### src/hdl/mbps_pkg.sv
`default_nettype none
// ----------------------------------------------------------------------------
// mbps_pkg
// Shared types and constants of the masked byte pattern scanner.
// ----------------------------------------------------------------------------
package mbps_pkg;

    // Pattern bytes held by the configuration registers
    localparam int REG_BYTES         = 16;
    localparam int LEN_BITS          = 5;
    localparam int RESULT_OFS_BITS   = 32;
    localparam int CFG_DATA_BITS     = 64;
    localparam int CFG_INDEX_BITS    = 2;

    localparam int DEF_MAX_PATTERN_BYTES = 16;
    localparam int DEF_OFFSET_BITS       = 32;

    typedef enum logic [CFG_INDEX_BITS-1:0] {
        REG_PATTERN_LOW    = 2'd0,
        REG_PATTERN_HIGH   = 2'd1,
        REG_COMPARE_MASK   = 2'd2,
        REG_PATTERN_LENGTH = 2'd3
    } cfg_reg_t;

    typedef logic [REG_BYTES-1:0][7:0] pattern_t;

    typedef struct packed {
        logic                       found;
        logic [RESULT_OFS_BITS-1:0] match_offset;
    } result_t;

endpackage
`default_nettype wire

### src/hdl/mbps_channels.sv
`default_nettype none
// ----------------------------------------------------------------------------
// mbps channels
// Valid/ready channels for scanned bytes and for search results.
// ----------------------------------------------------------------------------
interface mbps_byte_if;
    logic       valid;
    logic       ready;
    logic [7:0] data_byte;
    logic       section_end;

    modport source (output valid, output data_byte, output section_end, input ready);
    modport sink   (input valid, input data_byte, input section_end, output ready);
endinterface

interface mbps_result_if;
    logic        valid;
    logic        ready;
    logic        found;
    logic [31:0] match_offset;

    modport source (output valid, output found, output match_offset, input ready);
    modport sink   (input valid, input found, input match_offset, output ready);
endinterface
`default_nettype wire

### src/hdl/masked_byte_pattern_scanner.sv
`default_nettype none
// ----------------------------------------------------------------------------
// masked_byte_pattern_scanner
// Wildcard byte pattern search over a stream of section bytes.
// ----------------------------------------------------------------------------
// Usage:
//   scan   : one byte word per handshake, section_end on the last byte.
//   result : at most one word per section; found=1 with the start offset of
//            the first match, or found=0 / offset 0 when the section ends
//            without a match.
//   cfg    : pattern bytes, compare mask and length, written while idle.
// Throughput is one byte per cycle while scan ready is high: the byte window
// is a row of cells that shift and compare in parallel, so every accepted
// byte is decided in the cycle it is taken.
// A result word is registered in the result buffer before it is offered.
// A two-entry result buffer lets scanning go on while a result waits; scan
// ready drops only when both entries are held by a stalled receiver.
// Reset clears the window, the byte count and the match flag, loads the
// compare mask with all ones and the other registers with zero.
// ----------------------------------------------------------------------------
module masked_byte_pattern_scanner
    import mbps_pkg::*;
#(
    parameter int MAX_PATTERN_BYTES = DEF_MAX_PATTERN_BYTES,
    parameter int OFFSET_BITS       = DEF_OFFSET_BITS
)
(
    input  wire logic                      clk,
    input  wire logic                      rst_n,
    input  wire logic                      cfg_we,
    input  wire logic [CFG_INDEX_BITS-1:0] cfg_index,
    input  wire logic [CFG_DATA_BITS-1:0]  cfg_data,
    mbps_byte_if.sink                      scan,
    mbps_result_if.source                  result
);

    logic [63:0]          pattern_low_reg;
    logic [63:0]          pattern_high_reg;
    logic [REG_BYTES-1:0] mask_reg;
    logic [LEN_BITS-1:0]  len_reg;

    logic [OFFSET_BITS-1:0] pos_reg, pos_next;
    logic                   matched_reg, matched_next;

    pattern_t pattern;
    logic     accept;
    logic     full;
    logic     counted;
    logic     len_valid;
    logic     hit;
    logic     emit;
    result_t  res;
    logic [OFFSET_BITS-1:0] pos_inc;
    logic [OFFSET_BITS-1:0] start_ofs;

    logic [MAX_PATTERN_BYTES:0][7:0] chain;
    logic [MAX_PATTERN_BYTES-1:0]    cell_ok;

    // configuration
    always_ff @(posedge clk or negedge rst_n)
    begin
        if (!rst_n)
        begin
            pattern_low_reg  <= '0;
            pattern_high_reg <= '0;
            mask_reg         <= '1;
            len_reg          <= '0;
        end
        else if (cfg_we)
        begin
            unique case (cfg_reg_t'(cfg_index))
                REG_PATTERN_LOW:    pattern_low_reg  <= cfg_data;
                REG_PATTERN_HIGH:   pattern_high_reg <= cfg_data;
                REG_COMPARE_MASK:   mask_reg         <= cfg_data[REG_BYTES-1:0];
                REG_PATTERN_LENGTH: len_reg          <= cfg_data[LEN_BITS-1:0];
            endcase
        end
    end

    assign pattern     = {pattern_high_reg, pattern_low_reg};
    assign accept      = scan.valid && scan.ready;
    assign scan.ready  = !full;

    // window cells
    assign chain[0] = scan.data_byte;

    for (genvar k = 0; k < MAX_PATTERN_BYTES; k++) begin : g_cell
        mbps_cell #(
            .CELL_INDEX (k)
        ) u_cell (
            .clk      (clk),
            .rst_n    (rst_n),
            .shift    (accept),
            .clear    (scan.section_end),
            .byte_in  (chain[k]),
            .pattern  (pattern),
            .mask     (mask_reg),
            .len      (len_reg),
            .byte_out (chain[k+1]),
            .ok       (cell_ok[k])
        );
    end

    // match decision
    assign counted   = (pos_reg != '1);
    assign pos_inc   = pos_reg + OFFSET_BITS'(1);
    assign len_valid = (len_reg != '0) && (len_reg <= LEN_BITS'(REG_BYTES))
                       && (32'(len_reg) <= 32'(MAX_PATTERN_BYTES));
    assign start_ofs = pos_inc - OFFSET_BITS'(len_reg);

    assign hit  = accept && counted && !matched_reg && len_valid
                  && (pos_inc >= OFFSET_BITS'(len_reg)) && (&cell_ok);
    assign emit = hit || (accept && scan.section_end && !matched_reg);

    assign res.found        = hit;
    assign res.match_offset = hit ? RESULT_OFS_BITS'(start_ofs) : '0;

    always_comb
    begin
        pos_next     = pos_reg;
        matched_next = matched_reg;
        if (accept)
        begin
            if (scan.section_end)
            begin
                pos_next     = '0;
                matched_next = 1'b0;
            end
            else
            begin
                if (counted)
                begin
                    pos_next = pos_inc;
                end
                matched_next = matched_reg || hit;
            end
        end
    end

    always_ff @(posedge clk or negedge rst_n)
    begin
        if (!rst_n)
        begin
            pos_reg     <= '0;
            matched_reg <= 1'b0;
        end
        else
        begin
            pos_reg     <= pos_next;
            matched_reg <= matched_next;
        end
    end

    mbps_out_buf u_out_buf (
        .clk       (clk),
        .rst_n     (rst_n),
        .push      (emit),
        .push_data (res),
        .full      (full),
        .result    (result)
    );

    // checks
    a_section_restart: assert property (@(posedge clk) disable iff (!rst_n)
        (accept && scan.section_end) |=> (pos_reg == '0 && !matched_reg))
        else $error("section state not cleared after last byte");

    a_hit_sets_flag: assert property (@(posedge clk) disable iff (!rst_n)
        (hit && !scan.section_end) |=> matched_reg)
        else $error("match flag not set after a found result");

    a_pos_monotonic: assert property (@(posedge clk) disable iff (!rst_n)
        (accept && !scan.section_end) |=> (pos_reg >= $past(pos_reg)))
        else $error("byte position went backward within a section");

    a_no_push_full: assert property (@(posedge clk) disable iff (!rst_n)
        emit |-> !full)
        else $error("result pushed into a full buffer");

endmodule
`default_nettype wire

### src/hdl/mbps_cell.sv
`default_nettype none
// ----------------------------------------------------------------------------
// mbps_cell
// One window position: holds a byte, shifts it on, compares the incoming
// byte with the pattern byte that lines up with this position.
// ----------------------------------------------------------------------------
module mbps_cell
    import mbps_pkg::*;
#(
    parameter int CELL_INDEX = 0
)
(
    input  wire logic                clk,
    input  wire logic                rst_n,
    input  wire logic                shift,
    input  wire logic                clear,
    input  wire logic [7:0]          byte_in,
    input  wire pattern_t            pattern,
    input  wire logic [REG_BYTES-1:0] mask,
    input  wire logic [LEN_BITS-1:0] len,
    output logic      [7:0]          byte_out,
    output logic                     ok
);

    logic [7:0] byte_reg;
    logic [7:0] byte_next;

    generate
        if (CELL_INDEX < REG_BYTES) begin : g_cmp
            logic [LEN_BITS-1:0] pat_idx;
            logic                care;

            // newest byte sits at position 0, so pattern byte len-1-k lands here
            assign pat_idx = len - LEN_BITS'(1) - LEN_BITS'(CELL_INDEX);
            assign care    = (LEN_BITS'(CELL_INDEX) < len) && mask[pat_idx[3:0]];
            assign ok      = !care || (byte_in == pattern[pat_idx[3:0]]);
        end
        else begin : g_nocmp
            assign ok = 1'b1;
        end
    endgenerate

    always_comb
    begin
        byte_next = byte_reg;
        if (shift)
        begin
            byte_next = clear ? 8'd0 : byte_in;
        end
    end

    always_ff @(posedge clk or negedge rst_n)
    begin
        if (!rst_n)
        begin
            byte_reg <= 8'd0;
        end
        else
        begin
            byte_reg <= byte_next;
        end
    end

    assign byte_out = byte_reg;

endmodule
`default_nettype wire

### src/hdl/mbps_out_buf.sv
`default_nettype none
// ----------------------------------------------------------------------------
// mbps_out_buf
// Two-entry result buffer; decouples the scan from a stalled receiver.
// ----------------------------------------------------------------------------
module mbps_out_buf
    import mbps_pkg::*;
(
    input  wire logic    clk,
    input  wire logic    rst_n,
    input  wire logic    push,
    input  wire result_t push_data,
    output logic         full,
    mbps_result_if.source result
);

    result_t    head_reg, head_next;
    result_t    tail_reg, tail_next;
    logic [1:0] count_reg, count_next;
    logic       pop;

    assign pop          = result.valid && result.ready;
    assign full         = (count_reg == 2'd2);
    assign result.valid = (count_reg != 2'd0);
    assign result.found        = head_reg.found;
    assign result.match_offset = head_reg.match_offset;

    always_comb
    begin
        head_next  = head_reg;
        tail_next  = tail_reg;
        count_next = count_reg;
        unique case ({push, pop})
            2'b10:
            begin
                if (count_reg == 2'd0)
                begin
                    head_next = push_data;
                end
                else
                begin
                    tail_next = push_data;
                end
                count_next = count_reg + 2'd1;
            end
            2'b01:
            begin
                head_next  = tail_reg;
                count_next = count_reg - 2'd1;
            end
            2'b11:
            begin
                // push only happens when not full
                if (count_reg == 2'd1)
                begin
                    head_next = push_data;
                end
                else
                begin
                    head_next = tail_reg;
                    tail_next = push_data;
                end
            end
            default:
            begin
            end
        endcase
    end

    always_ff @(posedge clk or negedge rst_n)
    begin
        if (!rst_n)
        begin
            count_reg <= 2'd0;
        end
        else
        begin
            count_reg <= count_next;
        end
    end

    always_ff @(posedge clk)
    begin
        head_reg <= head_next;
        tail_reg <= tail_next;
    end

endmodule
`default_nettype wire

### src/flat_wrapper.sv
// flat-port wrapper written by rule: the top's interface ports become plain ports
module masked_byte_pattern_scanner_flat import mbps_pkg::*;
#(
    parameter int MAX_PATTERN_BYTES = DEF_MAX_PATTERN_BYTES,
    parameter int OFFSET_BITS       = DEF_OFFSET_BITS
)
  (clk, rst_n, cfg_we, cfg_index, cfg_data, scan_valid, scan_data_byte, scan_section_end, scan_ready, result_valid, result_found, result_match_offset, result_ready);
  mbps_byte_if scan_i ();
  mbps_result_if result_i ();
  input  wire logic clk;
  input  wire logic rst_n;
  input  wire logic cfg_we;
  input  wire logic [CFG_INDEX_BITS-1:0] cfg_index;
  input  wire logic [CFG_DATA_BITS-1:0] cfg_data;
  input wire logic [$bits(scan_i.valid)-1:0] scan_valid;
  input wire logic [$bits(scan_i.data_byte)-1:0] scan_data_byte;
  input wire logic [$bits(scan_i.section_end)-1:0] scan_section_end;
  output wire logic [$bits(scan_i.ready)-1:0] scan_ready;
  output wire logic [$bits(result_i.valid)-1:0] result_valid;
  output wire logic [$bits(result_i.found)-1:0] result_found;
  output wire logic [$bits(result_i.match_offset)-1:0] result_match_offset;
  input wire logic [$bits(result_i.ready)-1:0] result_ready;
  assign scan_i.valid = scan_valid;
  assign scan_i.data_byte = scan_data_byte;
  assign scan_i.section_end = scan_section_end;
  assign scan_ready = scan_i.ready;
  assign result_valid = result_i.valid;
  assign result_found = result_i.found;
  assign result_match_offset = result_i.match_offset;
  assign result_i.ready = result_ready;
  masked_byte_pattern_scanner #(.MAX_PATTERN_BYTES(MAX_PATTERN_BYTES), .OFFSET_BITS(OFFSET_BITS)) u_core (.clk(clk), .rst_n(rst_n), .cfg_we(cfg_we), .cfg_index(cfg_index), .cfg_data(cfg_data), .scan(scan_i), .result(result_i));
endmodule
### config.mk
export PLATFORM = sky130hd
export DESIGN_NAME = masked_byte_pattern_scanner_flat
export DESIGN_NICKNAME = d
export VERILOG_FILES = /design/src/hdl/mbps_pkg.sv /design/src/hdl/mbps_channels.sv /design/src/hdl/masked_byte_pattern_scanner.sv /design/src/hdl/mbps_cell.sv /design/src/hdl/mbps_out_buf.sv /design/src/flat_wrapper.sv
export SDC_FILE = /design/constraint.sdc
export NUM_CORES = 1
export LEC_CHECK = 0
export BUFFER_PORTS_ARGS = -buffer_cell sky130_fd_sc_hd__buf_2
export CORE_UTILIZATION = 40
export DETAILED_ROUTE_END_ITERATION = 8
export GPL_ROUTABILITY_DRIVEN = 0
export PLACE_DENSITY = 0.67
export SYNTH_ARGS = -nofsm -noshare
export SYNTH_HDL_FRONTEND = slang
export SYNTH_SLANG_ARGS = --single-unit
### constraint.sdc
create_clock -name clk -period 10.3 [get_ports clk]
set_input_delay 2.06 -clock clk [delete_from_list [all_inputs] [get_ports clk]]
set_output_delay 2.06 -clock clk [all_outputs]
set_load 0.01 [all_outputs]
==> results.cfg, run 1 <==
[synth]
avgSynthCellArea_sq_um = 9.71
netlist_area_sq_um = 26200
synth-main-ff-cell = dfrtp_1
synth_warnings = 0
syn-instance-count = 2697
yosysSeqAreaShare = 0.367
syn-num-nets = 2793
synth_enable_flop_cells = 66
synth_cell_type_count = 88
async_flop_share = 0.822
ys_seq_elements = 370

[cts]
path_clk_slew_ns = 0.07
htree_num_levels = 2
numCtsBuffers = 43
cts-root-buf = clkbuf_16
clock_sinks = 370
clockBufferDepth = 3
holdBufCountCts = 0
worstSkewPairLatency_ns = 0.60
post_cts_resized = 0
cts_setup_buffers = 0
tritoncts = yes

[setup_path]
slowest_delay_ns = 1.06
cp.required_ns = 10.74
path_cells = inv_1, ha_4, and2_1, o31ai_1, nand2_1, mux4_2, xnor2_1, nor3_1, a31oi_1, a311oi_4, buf_4, nand3_4, o22ai_1, ha_1, inv_1, nor2_1, nor2_1, nor2_2, nand2_1, o21ai_1
path_class = reg2reg
crit_path_max_fanout = 54
crit_slowest_cell = o31ai_1
arrival_ns = 8.45
crit_path_start_kind = flip-flop
crit_family = simple AND/OR/NAND/NOR gates
end_kind = flip-flop
crit_buf_inv = 3

[flow_run]
cap_viol_max_count = 0

[place]
placed_area_sq_um = 27300
port_buffers = 114
dp_hpwl_um = 60700
dp_cells = 3504

[global_route]
antenna_found_initial = 0
grt_pass1_wl_um = 122000
grt_max_degree = 112
grt_use_total = 0.239
grt_pass1_vias = 19631
overflow = 0

[finish]
final_common_cell = nand2_1
fillers = 6174
stdcell_area_sq_um = 28700
largest_reg_flops = 120
syn2layout_area_growth_pct = 9.62
finalNonFillerCells = 3583
layout_common_cells = nand2_1, dfrtp_1, mux2_2
drive_gt1_frac = 0.222
finalNetCount = 2790
diodes = 0

[drt]
ant_nets = 0
viasPerCell = 5.89
wl_per_cell_um = 22.5
vias = 21091
dr.pass1.iters = 6
finalWirelength_um = 80700
drt_iter0_markers = 2602
drc = 0

[power]
power_density_nw_per_um2 = 271
ir_drop_mv = 0.139
finalPower_mw = 7.77
p_leak_nw = 11.6

[sta]
finalClockSkew_ns = 0.0327
hold_viol = 0
timing.hold.ws_ns = 0.509
fin_setup_tns_ns = 0
slew_headroom = 0.0746
rsz0062_at_grt = no
setup_viol = 0
tightest_slew_ns = 1.38
fmax_mhz = 125
timing.final.crit_share = 0.778
fin_crit_ns = 8.01
maxSlewViolCount = 0

[floorplan]
start_util = 0.405
rows = 93
die_area_sq_um = 66500
dieHeight_um = 258
die_x_um = 258
pin_count = 115
core_sq_um = 64600

[hold_path]
hp-class = reg2reg

[status]
status = finished, final reports clean
-- synth_stat cells, drive strengths merged (8+ instances only) --
library cell,n,share of area
edfxtp,66,0.076
or3,9,0.0022
nor2,153,0.022
o211ai,10,0.0032
buf,84,0.021
and2,15,0.0036
nand2,327,0.047
a21o,8,0.0023
nor4,18,0.0043
dfstp,16,0.016
xnor2,115,0.039
a31oi,14,0.0033
o21ai,248,0.047
nand4,53,0.013
and3,14,0.0033
and4,8,0.0027
dfrtp,288,0.28
clkbuf,118,0.017
a21oi,88,0.017
inv,29,0.0042
a211oi,17,0.0051
mux2,243,0.10
o31ai,27,0.0077
o22ai,23,0.0055
nor3,62,0.017
ha,15,0.0072
nand3,44,0.0089
mux2i,223,0.087
nand2b,120,0.029
xor2,89,0.030
mux4,52,0.045
nor2b,13,0.0031
-- report_power, final --
part / switching (mW) / leakage [nW] / total, mW / internal, mW
Sequential: 0.224 / 4.53 / 1.96 / 1.74
Clock: 0.657 / 0.692 / 1.54 / 0.885
Combinational: 2.65 / 6.37 / 4.26 / 1.61
-- stage by stage --
| stage | util | setup slack [ns] |
|---|---|---|
| final | 0.444 | 2.29 |
| after global routing | 0.444 | 1.63 |
| after CTS | 0.444 | 2.43 |
| after detailed placement | 0.422 | 2.45 |
| after global placement | 0.422 | 2.56 |
| after floorplan | - | 2.63 |
-- cell type report --
type,count,area [sq um],share of cell area
clock buffer,61,1250,0.0437
clock inverter,18,176,0.00615
inverter,29,109,0.00379
multi-input combinational,2096,15600,0.543
sequential,370,9610,0.335
tap,855,1070,0.0373
timing repair buffer,154,893,0.0311
-- routing by layer --
metal	global-route usage	wire, um	vias up
met2	0.359	34600	1011
met5	0.0128	123	-
li1	-	-	9668
met1	0.322	33400	10185
met4	0.131	5020	2
met3	0.0493	7600	225
-- path summary, 6_finish.rpt --
path                                                     from                                  endpoint  slack [ns]  depth (start not counted)
max in group asynchronous                               rst_n                         u_core.len_reg[2]        7.24                          2
worst min register to register  u_core.u_out_buf.count_reg[0]             u_core.u_out_buf.count_reg[0]        0.51                          1
min in group asynchronous                               rst_n       u_core.g_cell[8].u_cell.byte_out[6]        1.56                          1
worst min-delay path            u_core.u_out_buf.count_reg[0]             u_core.u_out_buf.count_reg[0]        0.51                          1
worst max register to register              u_core.len_reg[1]  u_core.u_out_buf.result.match_offset[17]        2.29                         20
worst max-delay path                        u_core.len_reg[1]  u_core.u_out_buf.result.match_offset[17]        2.29                         20
-- worst register-to-register path, stage by stage, from the launching register on --
cell      delay, ns
dfrtp_1        0.68
inv_1          0.30
ha_4           0.55
and2_1         0.32
o31ai_1        1.06
nand2_1        0.79
mux4_2         0.69
xnor2_1        0.14
nor3_1         0.13
a31oi_1        0.14
a311oi_4       0.21
buf_4          0.33
nand3_4        0.48
o22ai_1        0.46
ha_1           0.23
inv_1          0.06
nor2_1         0.12
nor2_1         0.06
nor2_2         0.84
nand2_1        0.13
o21ai_1        0.13
-- cell families (layout without fill, tap and decap cells) --
family | Yosys count | count (layout) | share of synthesized area
fa+ha+maj | 16 | 16 | 0.00793
mux | 518 | 518 | 0.236
xor+xnor | 204 | 204 | 0.0691
flops | 370 | 370 | 0.367
simple gates | 857 | 857 | 0.162
compound gates | 501 | 501 | 0.115
buf+inv | 231 | 262 | 0.0419
No activity file was read; power rests on OpenSTA's default activity.
==> run 2: changes to the inputs <==
==> constraint.sdc (replaced) <==
create_clock -name clk -period 7.65 [get_ports clk]
set_input_delay 1.53 -clock clk [delete_from_list [all_inputs] [get_ports clk]]
set_output_delay 1.53 -clock clk [all_outputs]
set_load 0.01 [all_outputs]
==> run 2 against run 1 <==
Effect of this change:
- die area unchanged
- maximum frequency grew 11%
- first-iteration DRC count is 5.5% lower
- combinational power increased by 34%
- sequential cell count unchanged
- sequential power up 35%
- final cell count grew 0.11%
- routed wire length shrank 0.48%
- via count is 0.66% lower
- non-clock buffer count is 7 higher
- critical path depth unchanged
==> results.cfg, run 2 (synthesized netlist as in run 1, its figures left out) <==
[setup_path]
crit_cells = 20
arrival_ns = 7.62
path_cells = inv_2, ha_4, buf_12, mux2_2, mux4_2, o31a_1, xnor2_1, nand4_1, o21ai_0, o311ai_0, nor4_1, nand4_1, o22ai_1, ha_1, inv_1, nor2_1, nor2_1, nor2_2, nand2_1, o21ai_1
end_kind = flip-flop
rr_worst_depth = 20
crit_path_max_fanout = 101
crit_buf_inv = 3
crit_slowest_cell = nor2_2
crit_path_start_kind = flip-flop
crit_family = simple AND/OR/NAND/NOR gates
slowest_delay_ns = 0.97
path_class = reg2reg
cp.required_ns = 8.08

[floorplan]
die_area_sq_um = 66500
rows = 93
dieHeight_um = 258
core_sq_um = 64600
pin_count = 115
start_util = 0.405
die_x_um = 258

[place]
port_buffers = 114
placed_area_sq_um = 27300
dp_hpwl_um = 59900
dp_cells = 3511

[cts]
tritoncts = yes
numCtsBuffers = 42
cts_setup_buffers = 0
clockBufferDepth = 3
htree_num_levels = 2
post_cts_resized = 0
worstSkewPairLatency_ns = 0.60
cts-root-buf = clkbuf_16
path_clk_slew_ns = 0.07
clock_sinks = 370
holdBufCountCts = 0

[sta]
timing.hold.ws_ns = 0.510
slew_headroom = 0.122
fin_setup_tns_ns = 0
finalClockSkew_ns = 0.0208
tightest_slew_ns = 1.32
timing.final.crit_share = 0.940
setup_viol = 0
fmax_mhz = 139
fin_crit_ns = 7.19
hold_viol = 0
rsz0062_at_grt = no
maxSlewViolCount = 0

[drt]
vias = 20951
ant_nets = 0
drc = 0
drt_iter0_markers = 2460
viasPerCell = 5.84
dr.pass1.iters = 6
wl_per_cell_um = 22.4
finalWirelength_um = 80300

[finish]
diodes = 0
fillers = 6140
layout_common_cells = nand2_1, dfrtp_1, mux2_2
finalNetCount = 2796
largest_reg_flops = 120
regArea_sq_um = 9610
syn2layout_area_growth_pct = 9.77
drive_gt1_frac = 0.222
finalNonFillerCells = 3587
final_common_cell = nand2_1
stdcell_area_sq_um = 28700
multi_input_area_sq_um = 15600

[power]
power_density_nw_per_um2 = 363
p_leak_nw = 11.6
ir_drop_mv = 0.168

[hold_path]
hp-class = reg2reg
hold_depth = 1

[global_route]
grt_pass1_vias = 19832
grt_max_degree = 139
antenna_found_initial = 0
overflow = 0
grt_pass1_wl_um = 123000
grt_use_total = 0.239

[flow_run]
cap_viol_max_count = 0

[status]
status = finished, final reports clean
[run 2: where the power goes]
part           total [mW]  internal, mW  switching (mW)
combinational        5.71          2.20            3.51
clock                2.07          1.18           0.889
sequential           2.65          2.34           0.310
total                10.4          5.72            4.71
[run 2: metrics by stage]
| step | total power [mW] | util | setup slack [ns] |
|---|---|---|---|
| after global placement | 8.12 | 0.423 | 0.867 |
| after detailed placement | 8.17 | 0.423 | 0.716 |
| after global routing | 10.9 | 0.445 | 0.0430 |
| after CTS | 10.3 | 0.445 | 0.659 |
| final | 10.4 | 0.445 | 0.456 |
| after floorplan | 6.61 | - | 0.124 |
[run 2: routing by layer]
layer / part of all wire / vias to the layer above / track usage / routed length [um]
li1: - / 9691 / - / -
met1: 0.42 / 10115 / 0.322 / 33600
met2: 0.43 / 913 / 0.359 / 34600
met3: 0.089 / 232 / 0.0506 / 7110
met4: 0.062 / 0 / 0.131 / 5000
met5: 0 / - / 0 / 0
[run 2: path summary, 6_finish.rpt]
kind	from	to	slack (ns)
max	u_core.len_reg[0]	u_core.u_out_buf.result.match_offset[17]	0.46
min	u_core.u_out_buf.count_reg[0]	u_core.u_out_buf.count_reg[0]	0.51
max reg2reg	u_core.len_reg[0]	u_core.u_out_buf.result.match_offset[17]	0.46
min reg2reg	u_core.u_out_buf.count_reg[0]	u_core.u_out_buf.count_reg[0]	0.51
max in group asynchronous	rst_n	u_core.len_reg[0]	5.16
min in group asynchronous	rst_n	u_core.g_cell[1].u_cell.byte_out[1]	1.04
[run 2: final cells by class]
type | instances | area share
multi-input combinational | 2096 | 0.542
inverter | 29 | 0.00379
clock buffer | 55 | 0.0404
timing repair buffer | 161 | 0.0338
clock inverter | 21 | 0.00814
tap | 855 | 0.0372
sequential | 370 | 0.335
[run 2: worst reg2reg max path: stages (launching register included)]
cell	delay, ns
dfrtp_4	0.72
inv_2	0.13
ha_4	0.59
buf_12	0.50
mux2_2	0.48
mux4_2	0.51
o31a_1	0.27
xnor2_1	0.38
nand4_1	0.21
o21ai_0	0.19
o311ai_0	0.26
nor4_1	0.31
nand4_1	0.32
o22ai_1	0.40
ha_1	0.23
inv_1	0.06
nor2_1	0.11
nor2_1	0.06
nor2_2	0.97
nand2_1	0.18
o21ai_1	0.16
